$ cat src/hw/rtl/yaz0_pkg.sv
// shared types and constants for the yaz0 lz decompressor
// used by yaz0_hist_mem, yaz0_out_stage and yaz0_lz_decompressor_top
package yaz0_pkg;

    localparam int HIST_DEPTH = 4096;
    localparam int HIST_AW = $clog2(HIST_DEPTH);
    localparam int OUT_BYTES = 8;
    localparam int DEF_LANES = 8;
    localparam logic [31:0] DEF_MAX_OUT_BYTES = 32'd268435456;
    localparam int M_TDATA_W = 72;

    localparam logic [1:0] ST_OK = 2'd0;
    localparam logic [1:0] ST_BAD_MAGIC = 2'd1;
    localparam logic [1:0] ST_TOO_LARGE = 2'd2;
    localparam logic [1:0] ST_BAD_REF = 2'd3;

    localparam logic [4:0] HDR_BYTES = 5'd16;
    localparam logic [8:0] SHORT_LEN_BIAS = 9'h002;
    localparam logic [8:0] LONG_LEN_BIAS = 9'h012;

    function automatic logic [7:0] magic_byte(input logic [1:0] pos);
        logic [7:0] m;
        case (pos)
            2'd0: m = 8'h59;
            2'd1: m = 8'h61;
            2'd2: m = 8'h7A;
            default: m = 8'h30;
        endcase
        return m;
    endfunction

    typedef struct packed {
        logic [OUT_BYTES-1:0][7:0] bytes;
        logic [3:0]                count;
        logic                      last;
        logic [1:0]                status;
        logic                      done;
    } beat_t;

    typedef enum logic [3:0] {
        S_IDLE = 4'b0001,
        S_RD   = 4'b0010,
        S_WR   = 4'b0100,
        S_LAST = 4'b1000
    } state_t;

endpackage

$ cat src/hw/rtl/yaz0_out_stage.sv
// output register for result beats, parts the decoder from the m_ side
// depends on yaz0_pkg
module yaz0_out_stage (
    input  logic                              aclk,
    input  logic                              aresetn,
    input  logic                              push,
    input  yaz0_pkg::beat_t                   beat,
    output logic                              free,
    output logic                              m_tvalid,
    input  logic                              m_tready,
    // out_byte0..out_byte7, byte_count, status, done_res, zero pad
    output logic [yaz0_pkg::M_TDATA_W-1:0]    m_tdata,
    output logic                              m_tlast
);
    import yaz0_pkg::*;

    logic  valid_reg;
    beat_t beat_reg;

    assign free = !valid_reg || m_tready;

    always_ff @(posedge aclk) begin
        if (!aresetn) begin
            valid_reg <= 1'b0;
        end else if (free) begin
            valid_reg <= push;
        end
    end

    always_ff @(posedge aclk) begin
        if (free && push) begin
            beat_reg <= beat;
        end
    end

    assign m_tvalid = valid_reg;
    assign m_tlast  = beat_reg.last;
    assign m_tdata  = {1'b0, beat_reg.done, beat_reg.status, beat_reg.count, beat_reg.bytes};

endmodule

$ cat config.mk
export PLATFORM = sky130hd
export DESIGN_NAME = yaz0_out_stage
export DESIGN_NICKNAME = d
export VERILOG_FILES = /design/src/hw/rtl/yaz0_pkg.sv /design/src/hw/rtl/yaz0_out_stage.sv
export SDC_FILE = /design/constraint.sdc
export NUM_CORES = 1
export LEC_CHECK = 0
export ABC_CLOCK_PERIOD_IN_PS = 1800
export BUFFER_PORTS_ARGS = -buffer_cell sky130_fd_sc_hd__buf_2
export CELL_PAD_IN_SITES_DETAIL_PLACEMENT = 0
export CELL_PAD_IN_SITES_GLOBAL_PLACEMENT = 1
export CORE_ASPECT_RATIO = 1.1
export CORE_MARGIN = 5
export CORE_UTILIZATION = 32
export DETAILED_ROUTE_END_ITERATION = 6
export PLACE_DENSITY_LB_ADDON = 0.12
export SYNTH_ARGS = -nofsm -noshare
export SYNTH_HDL_FRONTEND = slang
export SYNTH_SLANG_ARGS = --single-unit
$ cat constraint.sdc
create_clock -name aclk -period 1.8 [get_ports aclk]
set_input_delay 0.09 -clock aclk [delete_from_list [all_inputs] [get_ports aclk]]
set_output_delay 0.09 -clock aclk [all_outputs]
set_load 0.05 [all_outputs]
==> metrics.cfg <==
[outcome]
run_status = finished, final reports clean

[timing]
drv_slew = 0
setup_violations = 0
finalHoldViolations = 0
setup_ws_ns = 0.520
rsz0062_at_grt = false
finClkSkew_ns = 0.00486
min_period_over_period_pct = 71.1
tns_ns = 0
clock.fmax_mhz = 781
timing.final.crit_period_ns = 1.28

[grt]
grt_pass1_vias = 1799
overflow = 0
grt_pass1_wl_mm = 8.87
grt_max_degree = 41
antenna_found_initial = 0
track_usage_pct = 13.8

[placed_design]
dp_slack_ns = 0.517
port_buffers = 149
gp_congestion = 0.641
dp_hpwl_mm = 3.87

[setup_path]
arrival_ns = 1.26
reg2reg_depth = 3
critPathKind = reg -> reg
worstPathRequired_ns = 1.78
worst_r2r_endpoint = m_tdata[49]
startpoint_type = register
crit_start = m_tvalid
crit_end = m_tdata[49]
crit_fanout = 32
cp-end-kind = register
r2r_slack_ns = 0.52
r2r_start = m_tvalid

[min_path]
hold_depth = 3
holdCritPathClass = in -> reg

[logic_synthesis]
syn-cell-area_um2 = 2230
synthFlopType = edfxtp_1
yosysMostFrequentCell = edfxtp_1
netlist_instances = 79
yosys.area.top_type_share_pct = 96.9
synth_nets = 155
synth_area_leaders = edfxtp_1, dfxtp_1, nand2b_4
synth_warnings = 0
async_reset_ff_share_pct = 0
yosysSeqAreaShare_pct = 97.8
synth_cell_types = 8
synth-seq-cells = 73
synth_edf_count = 72
yosysTopAreaCell = edfxtp_1
syn_area_per_cell_um2 = 28.2

[drt]
wire_per_inst_um = 14.5
drtAntennaViolNets = 0
wl_mm = 5.84
drc = 0
drtPass1Iterations = 4
avgViaCountPerCell = 3.99
vias = 1612
drtIter0Drc = 66

[floorplanning]
initial_core_util_pct = 32.4
fp-row-count = 32
io_pins = 151
die_x_um = 89.6
dieArea_um2 = 8740
die_h_um = 97.6
coreArea_um2 = 6890

[power_and_ir_drop]
p_leak_nw = 1.73
power.density_nw_per_um2 = 963
ir_worst_vdd_mv = 0.737

[cts]
cts_buffer_depth = 2
clkSlewWorstSetupHoldPaths_ns = 0.07
cts_made_buffers = 9
cts_setup_buffers = 0
cts_resized = 0
cts_sinks = 73
root_buffer = clkbuf_8
clk_latency_ns = 0.32
cts_tree = done
htree_num_levels = 3

[final_layout]
synthToLayoutAreaGrowth_pct = 80.3
layout-drive-gt1-share_pct = 52.0
n_antenna_cell = 0
fillers = 562
nNetsFinal = 390

[run]
cap_violations = 0

logic make-up after synthesis:
kind of cell           Yosys count  share of synthesized area (%)
AO/OA/AOI/OAI                    1                          0.505
AND/OR/NAND/NOR                  2                           1.01
other                            1                          0.168
buffers and inverters            2                          0.505
flip-flops                      73                           97.8
flip-flops by register name, indices dropped and copies added, names as in the netlist:
register	flops
m_tlast	1
m_tdata	71
m_tvalid	1
worst min path at each step:
stage / startpoint / end
final: push / m_tlast
after global routing: push / m_tlast
after CTS: push / m_tlast
after detailed placement: beat[10] / m_tdata[2]
after global placement: beat[29] / m_tdata[21]
after floorplan: beat[8] / m_tdata[0]
routing by layer:
| metal | GRT usage (%) | vias up | wire (µm) |
|---|---|---|---|
| met5 | 0 | - | 0 |
| met4 | 6.87 | 0 | 95 |
| met3 | 3.99 | 10 | 524 |
| met2 | 25.2 | 71 | 3350 |
| met1 | 13.5 | 751 | 1870 |
| li1 | - | 780 | - |
power breakdown:
group	internal (W)	total, W	switching, W
clock	0.000633	0.00116	0.000532
combinational	0.000236	0.000704	0.000468
sequential	0.00199	0.00201	0.0000219
timing repair:
item | 4_1_cts | 5_1_grt
hold buffers | 74 | 0
endpoints found under the setup margin | 0 | 0
endpoints found under the hold margin | 73 | 0
through the flow:
stage	area [µm²]	util (%)	std cells	hold WS (ns)	power, W
3_3_place_gp	3100	45.1	314	0.266	0.00262
5_1_grt	4020	58.4	404	0.380	0.00404
3_5_place_dp	3100	45.1	314	0.268	0.00263
4_1_cts	4020	58.4	404	0.368	0.00393
2_1_floorplan	2230	-	79	0.189	0.00244
6_report	4020	58.4	404	0.386	0.00388
layout make-up:
class                      count  area, µm²  area share, %
sequential                    73       2180           54.2
timing repair buffer         225       1510           37.6
clock buffer                  12        135           3.36
tap                           85        106           2.64
clock inverter                 4       43.8           1.09
multi-input combinational      4       37.5          0.933
inverter                       1       3.75         0.0933
worst max-delay path, cell delays in order (launching register included):
cell and delay (ns):
dfxtp_1 0.34, nand2b_4 0.08, and2_4 0.16, buf_4 0.35
cell usage in the layout, fill, tap and decap left out:
| master | instances |
|---|---|
| clkbuf_1 | 3 |
| inv_1 | 1 |
| buf_2 | 149 |
| dfxtp_1 | 1 |
| bufinv_16 | 1 |
| dlygate4sd3_1 | 74 |
| nand2b_4 | 1 |
| and2_4 | 1 |
| buf_12 | 1 |
| clkinv_2 | 2 |
| a21boi_2 | 1 |
| clkbuf_8 | 9 |
| buf_4 | 1 |
| conb_1 | 1 |
| edfxtp_1 | 72 |
| clkinv_1 | 1 |
Note: power is estimated with default switching activity, not from simulation.
